[src/rtl/alle_pkg.sv]
package alle_pkg;

    localparam int SLOTS       = 16;
    localparam int IDX_W       = $clog2(SLOTS);
    localparam int LINK_W      = $clog2(SLOTS + 1);
    localparam int MAX_RESULTS = 16;
    localparam int WALK_MAX    = (SLOTS < MAX_RESULTS) ? SLOTS : MAX_RESULTS;
    localparam int CNT_W       = $clog2(SLOTS);
    localparam int VAL_W       = 32;
    localparam int CMD_W       = 2;
    localparam int ST_W        = 3;
    localparam int SLOT_W      = 4;

    localparam logic [CMD_W-1:0] CMD_INSERT = 2'd0;
    localparam logic [CMD_W-1:0] CMD_DELETE = 2'd1;
    localparam logic [CMD_W-1:0] CMD_WALK   = 2'd2;

    localparam logic [ST_W-1:0] ST_INSERTED = 3'd0;
    localparam logic [ST_W-1:0] ST_FULL     = 3'd1;
    localparam logic [ST_W-1:0] ST_DELETED  = 3'd2;
    localparam logic [ST_W-1:0] ST_NOTFOUND = 3'd3;
    localparam logic [ST_W-1:0] ST_EMPTY    = 3'd4;
    localparam logic [ST_W-1:0] ST_ELEMENT  = 3'd5;

    localparam logic [LINK_W-1:0] LINK_NONE = LINK_W'(SLOTS);

    typedef logic [IDX_W-1:0]        t_idx;
    typedef logic [LINK_W-1:0]       t_link;
    typedef logic signed [VAL_W-1:0] t_val;

    // One result beat from the sequencer toward the output register.
    typedef struct packed {
        logic              valid;
        logic [ST_W-1:0]   status;
        t_val              value;
        logic [SLOT_W-1:0] slot;
        logic              last;
    } t_emit;

    // Requests into the node memory.
    typedef struct packed {
        logic  rd_en;
        t_idx  rd_addr;
        logic  val_we;
        t_idx  val_addr;
        t_val  val_data;
        logic  lnk_we;
        t_idx  lnk_addr;
        t_link lnk_data;
    } t_ram_req;

    typedef struct packed {
        t_val  value;
        t_link link;
    } t_ram_rsp;

    // Lowest slot whose used bit is clear; only meaningful when one exists.
    function automatic t_idx first_free(input logic [SLOTS-1:0] used);
        t_idx idx;
        idx = '0;
        for (int i = SLOTS - 1; i >= 0; i--) begin
            if (!used[i]) begin
                idx = IDX_W'(i);
            end
        end
        return idx;
    endfunction

    // Slot index as shown on the result, zero extended or cut to four bits.
    function automatic logic [SLOT_W-1:0] to_slot(input t_idx idx);
        logic [IDX_W+SLOT_W-1:0] ext;
        ext = {{SLOT_W{1'b0}}, idx};
        return ext[SLOT_W-1:0];
    endfunction

endpackage

[src/rtl/alle_node_ram.sv]
module alle_node_ram (
    input  logic              i_clk,
    input  alle_pkg::t_ram_req i_req,
    output alle_pkg::t_ram_rsp o_rsp
);
    import alle_pkg::*;

    t_val  r_values [SLOTS];
    t_link r_links  [SLOTS];
    t_ram_rsp r_rsp;

    always_ff @(posedge i_clk) begin
        if (i_req.val_we) begin
            r_values[i_req.val_addr] <= i_req.val_data;
        end
        if (i_req.lnk_we) begin
            r_links[i_req.lnk_addr] <= i_req.lnk_data;
        end
        if (i_req.rd_en) begin
            r_rsp.value <= r_values[i_req.rd_addr];
            r_rsp.link  <= r_links[i_req.rd_addr];
        end
    end

    assign o_rsp = r_rsp;

endmodule

[src/rtl/alle_seq.sv]
module alle_seq (
    input  logic                       i_clk,
    input  logic                       i_rst_n,
    input  logic                       i_valid,
    input  logic [alle_pkg::CMD_W-1:0] i_cmd,
    input  alle_pkg::t_val             i_value,
    output logic                       o_ready,
    input  logic                       i_out_free,
    output alle_pkg::t_emit            o_emit,
    output alle_pkg::t_ram_req         o_ram_req,
    input  alle_pkg::t_ram_rsp         i_ram_rsp
);
    import alle_pkg::*;

    localparam logic [2:0] S_IDLE     = 3'd0;
    localparam logic [2:0] S_INS_LINK = 3'd1;
    localparam logic [2:0] S_DEL      = 3'd2;
    localparam logic [2:0] S_WALK     = 3'd3;
    localparam logic [2:0] S_RESP     = 3'd4;

    logic [2:0]       r_state, n_state;
    logic [SLOTS-1:0] r_used, n_used;
    t_link            r_head, n_head;
    t_link            r_tail, n_tail;
    t_link            r_cur, n_cur;
    t_link            r_prev, n_prev;
    logic [CNT_W-1:0] r_cnt, n_cnt;
    logic [ST_W-1:0]  r_status, n_status;
    t_val             r_val, n_val;
    t_idx             r_slot, n_slot;

    t_idx     free_idx;
    t_idx     cur_idx;
    logic     list_full;
    logic     next_none;
    logic     walk_last;
    t_ram_req req;
    t_emit    emit;

    assign free_idx  = first_free(r_used);
    assign list_full = &r_used;
    assign cur_idx   = r_cur[IDX_W-1:0];
    assign next_none = (i_ram_rsp.link == LINK_NONE);
    assign walk_last = next_none || (r_cnt == CNT_W'(WALK_MAX - 1));

    always_comb begin
        n_state  = r_state;
        n_used   = r_used;
        n_head   = r_head;
        n_tail   = r_tail;
        n_cur    = r_cur;
        n_prev   = r_prev;
        n_cnt    = r_cnt;
        n_status = r_status;
        n_val    = r_val;
        n_slot   = r_slot;
        req      = '0;
        emit     = '0;

        unique case (r_state)
            S_IDLE: begin
                if (i_valid) begin
                    unique case (i_cmd)
                        CMD_INSERT: begin
                            if (list_full) begin
                                n_status = ST_FULL;
                                n_val    = '0;
                                n_slot   = '0;
                                n_state  = S_RESP;
                            end else begin
                                req.val_we   = 1'b1;
                                req.val_addr = free_idx;
                                req.val_data = i_value;
                                req.lnk_we   = 1'b1;
                                req.lnk_addr = free_idx;
                                req.lnk_data = LINK_NONE;
                                n_used[free_idx] = 1'b1;
                                n_status = ST_INSERTED;
                                n_val    = i_value;
                                n_slot   = free_idx;
                                if (r_head == LINK_NONE) begin
                                    n_head  = LINK_W'(free_idx);
                                    n_tail  = LINK_W'(free_idx);
                                    n_state = S_RESP;
                                end else begin
                                    n_state = S_INS_LINK;
                                end
                            end
                        end
                        CMD_DELETE, CMD_WALK: begin
                            if (r_head == LINK_NONE) begin
                                n_status = ST_EMPTY;
                                n_val    = '0;
                                n_slot   = '0;
                                n_state  = S_RESP;
                            end else begin
                                req.rd_en   = 1'b1;
                                req.rd_addr = r_head[IDX_W-1:0];
                                n_cur   = r_head;
                                n_prev  = LINK_NONE;
                                n_cnt   = '0;
                                n_val   = i_value;
                                n_state = (i_cmd == CMD_WALK) ? S_WALK : S_DEL;
                            end
                        end
                        default: begin
                        end
                    endcase
                end
            end
            S_INS_LINK: begin
                req.lnk_we   = 1'b1;
                req.lnk_addr = r_tail[IDX_W-1:0];
                req.lnk_data = LINK_W'(r_slot);
                n_tail  = LINK_W'(r_slot);
                n_state = S_RESP;
            end
            S_DEL: begin
                if (i_ram_rsp.value == r_val) begin
                    if (r_prev == LINK_NONE) begin
                        n_head = i_ram_rsp.link;
                    end else begin
                        req.lnk_we   = 1'b1;
                        req.lnk_addr = r_prev[IDX_W-1:0];
                        req.lnk_data = i_ram_rsp.link;
                    end
                    if (r_tail == r_cur) begin
                        n_tail = r_prev;
                    end
                    n_used[cur_idx] = 1'b0;
                    n_status = ST_DELETED;
                    n_slot   = cur_idx;
                    n_state  = S_RESP;
                end else if (next_none || (r_cnt == CNT_W'(SLOTS - 1))) begin
                    n_status = ST_NOTFOUND;
                    n_val    = '0;
                    n_slot   = '0;
                    n_state  = S_RESP;
                end else begin
                    req.rd_en   = 1'b1;
                    req.rd_addr = i_ram_rsp.link[IDX_W-1:0];
                    n_prev = r_cur;
                    n_cur  = i_ram_rsp.link;
                    n_cnt  = r_cnt + CNT_W'(1);
                end
            end
            S_WALK: begin
                if (i_out_free) begin
                    emit.valid  = 1'b1;
                    emit.status = ST_ELEMENT;
                    emit.value  = i_ram_rsp.value;
                    emit.slot   = to_slot(cur_idx);
                    emit.last   = walk_last;
                    if (walk_last) begin
                        n_state = S_IDLE;
                    end else begin
                        req.rd_en   = 1'b1;
                        req.rd_addr = i_ram_rsp.link[IDX_W-1:0];
                        n_cur = i_ram_rsp.link;
                        n_cnt = r_cnt + CNT_W'(1);
                    end
                end
            end
            S_RESP: begin
                if (i_out_free) begin
                    emit.valid  = 1'b1;
                    emit.status = r_status;
                    emit.value  = r_val;
                    emit.slot   = to_slot(r_slot);
                    emit.last   = 1'b1;
                    n_state     = S_IDLE;
                end
            end
            default: begin
                n_state = S_IDLE;
            end
        endcase
    end

    always_ff @(posedge i_clk) begin
        if (!i_rst_n) begin
            r_state <= S_IDLE;
            r_used  <= '0;
            r_head  <= LINK_NONE;
            r_tail  <= LINK_NONE;
        end else begin
            r_state <= n_state;
            r_used  <= n_used;
            r_head  <= n_head;
            r_tail  <= n_tail;
        end
    end

    always_ff @(posedge i_clk) begin
        r_cur    <= n_cur;
        r_prev   <= n_prev;
        r_cnt    <= n_cnt;
        r_status <= n_status;
        r_val    <= n_val;
        r_slot   <= n_slot;
    end

    assign o_ready   = (r_state == S_IDLE);
    assign o_emit    = emit;
    assign o_ram_req = req;

endmodule

[src/rtl/array_linked_list_engine.sv]
// Each command is taken in the idle state. Insert writes the new node, then its tail link when
// the list was not empty; delete reads from the head and compares node by node until a match or
// the end; walk passes one element per node to the output register. Full and empty lists answer
// with a status alone. One command at a time; a new command is taken the cycle after its last
// result enters the output register.
// Reset (synchronous, active low) empties the list and drops any pending result.
module array_linked_list_engine (
    input  logic                       i_clk,
    input  logic                       i_rst_n,
    input  logic                       i_valid,
    output logic                       o_ready,
    input  logic [alle_pkg::CMD_W-1:0] i_cmd,
    input  alle_pkg::t_val             i_value,
    output logic                       o_valid,
    input  logic                       i_ready,
    output logic [alle_pkg::ST_W-1:0]  o_status,
    output alle_pkg::t_val             o_item_value,
    output logic [alle_pkg::SLOT_W-1:0] o_slot,
    output logic                       o_last
);
    import alle_pkg::*;

    // The list lives in a node memory (value and next link per slot) with a registered
    // read port. The sequencer keeps the used bits, head and tail pointers, and follows
    // links one node per cycle unless a walk waits on the output: the link read out addresses the next read.
    // A tail pointer lets insert link the new node without a search from the head.

    t_emit    emit;
    t_ram_req ram_req;
    t_ram_rsp ram_rsp;
    logic     out_free;

    logic              r_o_valid;
    logic [ST_W-1:0]   r_status;
    t_val              r_item_value;
    logic [SLOT_W-1:0] r_slot;
    logic              r_last;

    // The output register takes a new beat when it is empty or its beat is being taken.
    assign out_free = !r_o_valid || i_ready;

    alle_seq u_seq (
        .i_clk      (i_clk),
        .i_rst_n    (i_rst_n),
        .i_valid    (i_valid),
        .i_cmd      (i_cmd),
        .i_value    (i_value),
        .o_ready    (o_ready),
        .i_out_free (out_free),
        .o_emit     (emit),
        .o_ram_req  (ram_req),
        .i_ram_rsp  (ram_rsp)
    );

    alle_node_ram u_ram (
        .i_clk (i_clk),
        .i_req (ram_req),
        .o_rsp (ram_rsp)
    );

    always_ff @(posedge i_clk) begin
        if (!i_rst_n) begin
            r_o_valid <= 1'b0;
        end else if (emit.valid) begin
            r_o_valid <= 1'b1;
        end else if (i_ready) begin
            r_o_valid <= 1'b0;
        end
    end

    // Payload of the output register; only loaded together with a valid beat.
    always_ff @(posedge i_clk) begin
        if (emit.valid) begin
            r_status     <= emit.status;
            r_item_value <= emit.value;
            r_slot       <= emit.slot;
            r_last       <= emit.last;
        end
    end

    assign o_valid      = r_o_valid;
    assign o_status     = r_status;
    assign o_item_value = r_item_value;
    assign o_slot       = r_slot;
    assign o_last       = r_last;

endmodule

[config.mk]
export PLATFORM = sky130hd
export DESIGN_NAME = array_linked_list_engine
export DESIGN_NICKNAME = d
export VERILOG_FILES = /design/src/rtl/alle_pkg.sv /design/src/rtl/alle_node_ram.sv /design/src/rtl/alle_seq.sv /design/src/rtl/array_linked_list_engine.sv
export SDC_FILE = /design/constraint.sdc
export NUM_CORES = 1
export LEC_CHECK = 0
export ABC_AREA = 1
export ABC_CLOCK_PERIOD_IN_PS = 6200
export BUFFER_PORTS_ARGS = -buffer_cell sky130_fd_sc_hd__buf_2
export CORE_ASPECT_RATIO = 1.5
export CORE_MARGIN = 1.5
export CORE_UTILIZATION = 50
export DETAILED_ROUTE_END_ITERATION = 10
export PLACE_DENSITY = 0.69
export SYNTH_ARGS = -nofsm -noshare
export SYNTH_HDL_FRONTEND = slang
export SYNTH_SLANG_ARGS = --single-unit
[constraint.sdc]
create_clock -name i_clk -period 6.2 [get_ports i_clk]
set_clock_uncertainty 0.05 [all_clocks]
set_input_delay 1.86 -clock i_clk [delete_from_list [all_inputs] [get_ports i_clk]]
set_output_delay 1.86 -clock i_clk [all_outputs]
set_load 0.02 [all_outputs]
==> results.md, run 1 <==
- Outcome: finished clean
- Number of global-route vias before repair: 23.8k
- Clock slew at reported path FFs: ~0.06 ns
- Arr. time, crit path: a little under 5 ns
- Post-CTS Setup Repair Bufs: 0
- Top cell type's share of synthesized area: between 60 and 70%
- Antenna-violating nets left: 0
- DRC: 0
- Hold Path Sink: u_seq.r_used[4]$_SDFFE_PN0P_
- Fmax: between 200 and 250 MHz
- Worst hold path cell count: 2
- First DRT Iteration DRCs: about 3k
- Async SR Flop Fraction: 0%
- Library cell with the highest instance count after synthesis: inv_1
- Reg2reg path depth: 15
- Crit Path Class: in -> reg
- Final Max Slew Viols: 0
- Final estimated routing congestion in global placement: 0.962
- Synth area leaders: edfxtp_1 (63%), nand3_1 (8.1%), inv_1 (8.0%), nand4_1 (5.7%), nand2_1 (5.1%)
- Worst Path Max Fanout: 44
- Post-CTS Resized: 0
- Die area: slightly above 70000 µm²
- CP max-delay cell: nand3_4
- Worst slew margin: between 15 and 20%
- Core area: roughly 68000 µm²
- PwrDens: 373 nW/µm²
- IO buf count: a little under 80
- Hold wc startpoint: u_seq.r_used[4]$_SDFFE_PN0P_
- Max-Cap Viols: 0
- Cell taking the most area after synthesis: edfxtp_1
- R2r endpoint: u_ram.o_rsp[1]$_DFFE_PP_
- DR pass1 iterations: 6
- Clock latency on the worst-skew pair: ~0.64 ns
- Initial antenna violation count: 2
- Max Root-Sink Buffers: 3
- RR Startpoint: u_ram.o_rsp[21]$_DFFE_PP_
- Cell count after synthesis: between 3k and 4k
- Die Span Y: 324 µm
- I/O pin count: 80
- Vias/cell: roughly 5.8
- P&R area growth vs syn: 11.1%
- Number of synthesized flops with an enable pin: 722
- Switching power: between 0.004 and 0.005 W
- Synth Flop Type: edfxtp_1
- Startpoint types: primary input
- LEAKAGE: between 15 and 20 nW
- Total Routing Usage GR: between 20% and 30%
- Int Pwr: 0.00982 W
- Total power: ~0.014 W
- First-pass GRT wire length: 142000 µm
- Largest net degree at the start of global routing: roughly 190
- Hold Vio Cnt, Final: 0
- Hold crit path type: reg -> reg
- CP peak stage delay: between 0.6 and 0.7 ns
- HPWL Detailed: 51800 µm
- Sequential fraction of the synthesis area: roughly two thirds
- Combinational share of power: between 20 and 25%
- Overflow after GRT: 0
- Num rows: roughly 120
- Clock share of power: between 30% and 40%
- Diodes inserted: 0
- WP data required: ~6.5 ns
- Clock sinks: approximately 750
- Sum of buffers and inverters on the critical path: 4
- Share of layout cells above drive strength 1: under 10%
- Sequential power share: a little under half
- Largest delay contributor family on the critical path: simple AND/OR/NAND/NOR gates
- Die X: approximately 220 µm
- WL per Instance: approximately 22 µm
- Cell Area, Synth: between 30000 and 40000 µm²
- Clock tree from TritonCTS: yes
- Initial Utilization: between 50% and 60%
- Final setup violation count: 0
- # nets final: about 3.4k
- R2R setup slack: around 1.8 ns
- Switching Share: about 31%
- Hold buffer count at CTS: 0
- CP Cell Sequence: buf_2, inv_1, ha_1, clkinv_1, nor3_4, nand2_8, nand3_4, buf_4, nand2_1, nand3_1, nand3_1, nand3_1, nand2_1
- Synth top cells by count: inv_1 (732), edfxtp_1 (722), nand3_1 (556)
- Critical Path End Type: flip-flop
- Unrepaired setup endpoints after global routing: false
- Vias: 25.1k
- Ys Warns: 0
- Worst vdd rail ir drop: between 0.2 and 0.3 mV
- H-tree lvl count: 3
- Crit path top cell by count: nand3_1
- Detailed Route WL: 93600 µm
- Post-synthesis net count: approximately 3.4k
- Worst-Margin Slew: ~1.2 ns
- Distinct cells, synth: a little over 40
- Syn avg cell area: about 10 µm²
- Setup TNS: 0 ns
- CTS Root Cell: clkbuf_16
- Fin crit period: about 4.5 ns
- Total CTS buffers: between 70 and 80
- Seq cells post-synth: about 750
- Final cycle utilization of the critical path: 72.8%
- Fill cell count: 5701
## layout by cell type (no fill, tap or decap), types with 7 or more instances in the layout
cell       instances
clkbuf_1           9
bufinv_16         11
clkinv_1          19
o22ai_1           13
a22o_1            20
a21oi_1           30
nand2_1          468
a21boi_0           7
edfxtp_1         722
clkbuf_16         76
xnor2_1           24
buf_12            12
buf_2             79
nand4_1          313
inv_1            729
buf_4             43
nand3_1          556
nor2_4            17
nor3_1            40
clkinv_2          10
inv_2             11
dfxtp_1           30
o21ai_0           39
nor2_1           124
## state kept, by name (all words and copies together), names as in the netlist, 4 cells and up
register and cells:
o_item_value 32, o_slot 4, u_ram.o_rsp 37, u_ram.r_links 80, u_ram.r_values 512, u_seq.r_cnt 4, u_seq.r_cur 5, u_seq.r_head 5
u_seq.r_prev 5, u_seq.r_slot 4, u_seq.r_tail 5, u_seq.r_used 16, u_seq.r_val 32
## per-layer routing
metal | part of all wire (%) | wire, µm | GRT usage [%] | up-vias
li1 | - | - | - | 11500
met1 | 38 | 35700 | 34.2 | 12000
met2 | 50 | 46500 | 44.5 | 1306
met3 | 8.4 | 7870 | 3.66 | 230
met4 | 3.8 | 3580 | 11.7 | 2
met5 | 0.0085 | 8 | 0 | -
## worst max path at each step
stage,cells past startpoint,slack [ns],end,start
after detailed placement,12,1.16,u_ram.r_values[6][16]$_DFFE_PP_,i_cmd[0]
after CTS,13,1.79,u_ram.o_rsp[4]$_DFFE_PP_,i_cmd[0]
after floorplan,10,0.56,u_ram.r_values[14][0]$_DFFE_PP_,i_cmd[0]
final,13,1.69,u_ram.o_rsp[4]$_DFFE_PP_,i_cmd[1]
after global routing,12,1.56,u_ram.r_values[6][1]$_DFFE_PP_,i_cmd[0]
after global placement,13,1.20,u_ram.o_rsp[4]$_DFFE_PP_,i_cmd[0]
## per-stage QoR
| step | utilization [%] | area (µm²) | cells | hold WS, ns | worst slack, ns |
|---|---|---|---|---|---|
| 2_1_floorplan | - | 34400 | 3394 | 0.407 | 0.562 |
| 3_3_place_gp | 52.6 | 35800 | 4214 | 0.428 | 1.20 |
| 3_5_place_dp | 52.6 | 35800 | 4214 | 0.427 | 1.16 |
| 4_1_cts | 56.2 | 38300 | 4343 | 0.442 | 1.79 |
| 5_1_grt | 56.2 | 38300 | 4343 | 0.473 | 1.56 |
| 6_report | 56.2 | 38300 | 4343 | 0.444 | 1.69 |
## power by group through the flow
stage	Sequential [W]	Combinational [W]	Clock, W
6_report	0.00648	0.00317	0.00462
5_1_grt	0.00651	0.00344	0.00484
4_1_cts	0.00647	0.00313	0.00466
3_5_place_dp	0.00658	0.00312	0
3_3_place_gp	0.00657	0.00307	0
2_1_floorplan	0.00658	0.00200	0
## worst register-to-register path: stages, from the launching register on
cell      delay (ns)
edfxtp_1        0.48
inv_1           0.12
nand2_1         0.07
nand4_1         0.09
nor2_1          0.22
nand2_1         0.16
nor2_1          0.23
nand2_1         0.29
nand3_4         0.17
buf_4           0.67
buf_12          0.52
nand4_1         0.57
nand3_1         0.16
nand3_1         0.09
nand3_1         0.14
nand2_1         0.07
## kinds of logic after synthesis
logic type	Yosys count	synth area share, %
AND/OR/NAND/NOR	1533	21.4
flip-flops	752	64.7
AO/OA/AOI/OAI	131	2.41
buffers and inverters	949	10.7
adder cells (fa/ha/maj)	3	0.109
XOR/XNOR	26	0.661
## cell type report
class                           count  area, µm²  area share [%]
Tap cell                          892       1120            2.92
Timing Repair Buffer              134        958            2.50
Sequential cell                   752      22300            58.2
Multi-Input combinational cell   1693       8680            22.7
Inverter                          743       2790            7.29
Clock buffer                       87       1960            5.13
Clock inverter                     42        485            1.27
No activity file was read; power rests on OpenSTA's default activity.
==> run 2: changes to the inputs <==
Settings changed: ABC_CLOCK_PERIOD_IN_PS 6200 to 4200, PLACE_DENSITY 0.69 to 0.66.
Clock period 6.2 ns to 4.2 ns, I/O delays scaled along.
==> results.md, run 2 (synthesis gave the netlist of run 1 again) <==
- # nets final: roughly 3.5k
- Max Root-Sink Buffers: 3
- Diodes inserted: 0
- DR pass1 iterations: 5
- FF/Latch Area: between 20000 and 25000 µm²
- LEAKAGE: 16.2 nW
- Clock sinks: between 700 and 800
- Final cycle utilization of the critical path: approximately nine tenths
- Hold Path Sink: u_seq.r_tail[3]$_SDFFE_PN0P_
- Overflow after GRT: 0
- I/O pin count: 80
- Num rows: 117
- Max-Cap Viols: 0
- Worst slew margin: 15.8%
- Total Routing Usage GR: between 20 and 30%
- WHS: approximately 0.45 ns
- PwrDens: roughly 540 nW/µm²
- Post-CTS Resized: 0
- Number of global-route vias before repair: ~25k
- WP data required: 4.52 ns
- First DRT Iteration DRCs: 3203
- Final estimated routing congestion in global placement: between 0.9 and 1
- Initial Utilization: between 50 and 60%
- Initial antenna violation count: 1
- Clock latency on the worst-skew pair: roughly 0.63 ns
- Fmax: between 200 and 300 MHz
- Post-CTS Setup Repair Bufs: 0
- Fill cell count: ~5.7k
- Detailed Route WL: 97100 µm
- WL per Instance: between 20 and 25 µm
- R2r endpoint: u_ram.o_rsp[29]$_DFFE_PP_
- Vias: between 20k and 30k
- Most common cell after layout, fill and taps aside: inv_1
- Final setup violation count: 0
- Share of layout cells above drive strength 1: roughly 10%
- Clock tree from TritonCTS: yes
- Core area: approximately 68000 µm²
- Fin util: a little under three fifths
- Hold crit path type: reg -> reg
- Worst hold path cell count: 2
- Die Span Y: approximately 320 µm
- Fin crit period: 3.81 ns
- Hold buffer count at CTS: 0
- Worst-Margin Slew: 1.26 ns
- Unrepaired setup endpoints after global routing: false
- H-tree lvl count: 3
- Hold wc startpoint: u_seq.r_tail[3]$_SDFFE_PN0P_
- Arr. time, crit path: roughly 4.1 ns
- IO buf count: between 70 and 80
- Hold Vio Cnt, Final: 0
- Outcome: finished clean
- P&R area growth vs syn: 12.9%
- Total CTS buffers: a little over 70
- Crit Path Class: reg -> reg
- Vias/cell: around 5.7
- CTS Root Cell: clkbuf_16
- HPWL Detailed: ~54000 µm
- Die X: between 200 and 250 µm
- Post-route cell area: about 39000 µm²
- Biggest register: u_ram.r_values
- Startpoint types: flip-flop
- Post-place instance area: approximately 37000 µm²
- Die area: between 70000 and 80000 µm²
- RR Startpoint: u_seq.r_val[8]$_SDFFCE_PP0P_
- Antenna-violating nets left: 0
- Largest net degree at the start of global routing: about 190
- Area of the multi-input gates: between 8000 and 9000 µm²
- DRC: 0
- Max FFs per register: 512
- Reg2reg path depth: 13
- Clock slew at reported path FFs: approximately 0.07 ns
- Worst vdd rail ir drop: between 0.5 and 0.6 mV
- Most frequent cells in the layout: inv_1 (729), edfxtp_1 (722), nand3_1 (556), nand2_1 (468), nand4_1 (313)
- R2R setup slack: roughly 0.39 ns
- Critical Path End Type: flip-flop
- First-pass GRT wire length: approximately 150000 µm
- Final Max Slew Viols: 0
- Worst Path Max Fanout: 48
-- run 2: cell count changes in the layout (fill, tap and decap cells not counted), sizes merged --
cell      change
bufinv        -4
clkinvlp      +4
buf          +60
clkbuf        -1
-- run 2: final cells by class --
cell class,count,share of cell area (%)
multi-input cells,1693,22.3
flip-flops and latches,752,57.3
clock buffers,86,4.95
inverters,743,7.18
clock inverters,42,1.07
repair buffers,194,4.30
well taps,892,2.87
-- run 2: power by group --
part	switching, W	internal, W	total (W)
Combinational	0.00345	0.00148	0.00493
Clock	0.00284	0.00371	0.00655
Sequential	0.000386	0.00917	0.00956
-- run 2: metrics by stage --
| stage | std cells | TNS, ns | power [W] | setup slack, ns |
|---|---|---|---|---|
| after floorplan | 3394 | -12.62 | 0.0127 | -0.0986 |
| after detailed placement | 4274 | 0 | 0.0146 | 0.212 |
| after global placement | 4274 | 0 | 0.0145 | 0.291 |
| final | 4402 | 0 | 0.0210 | 0.390 |
| after CTS | 4402 | 0 | 0.0210 | 0.473 |
| after global routing | 4402 | 0 | 0.0218 | 0.220 |
-- run 2: how the worst max path moves through the flow --
stage,startpoint,end,slack [ns],cells after the start
global placement,i_cmd[0],u_ram.o_rsp[20]$_DFFE_PP_,0.29,12
global route,u_seq.r_val[8]$_SDFFCE_PP0P_,u_ram.o_rsp[29]$_DFFE_PP_,0.22,13
floorplan,i_cmd[0],u_ram.r_values[4][0]$_DFFE_PP_,-0.1,10
finish,u_seq.r_val[8]$_SDFFCE_PP0P_,u_ram.o_rsp[29]$_DFFE_PP_,0.39,13
detailed placement,i_cmd[0],u_ram.o_rsp[30]$_DFFE_PP_,0.21,12
CTS,u_ram.o_rsp[13]$_DFFE_PP_,u_ram.o_rsp[20]$_DFFE_PP_,0.47,13
-- run 2: routing by layer --
metal	global-route usage [%]	part of all wire, %	wire length, µm	vias to the layer above
met4	13.6	4.6	4450	0
met2	46.4	49	48000	1252
met3	3.81	8.0	7780	287
li1	-	-	-	11600
met5	0	0	0	-
met1	34.9	38	36800	12100
-- run 2: worst max-delay path, cell delays in order, from the launching register on --
cell and delay [ns]:
edfxtp_1 0.41, xnor2_1 0.38, nand2_1 0.09, nor2_1 0.13, nand2_1 0.15, nor2_1 0.27
nand2_1 0.14, nand2_1 0.12, nand2_1 0.12, a31oi_4 0.95, buf_12 0.38, nand3_1 0.13
nand3_1 0.09, nand2_1 0.08
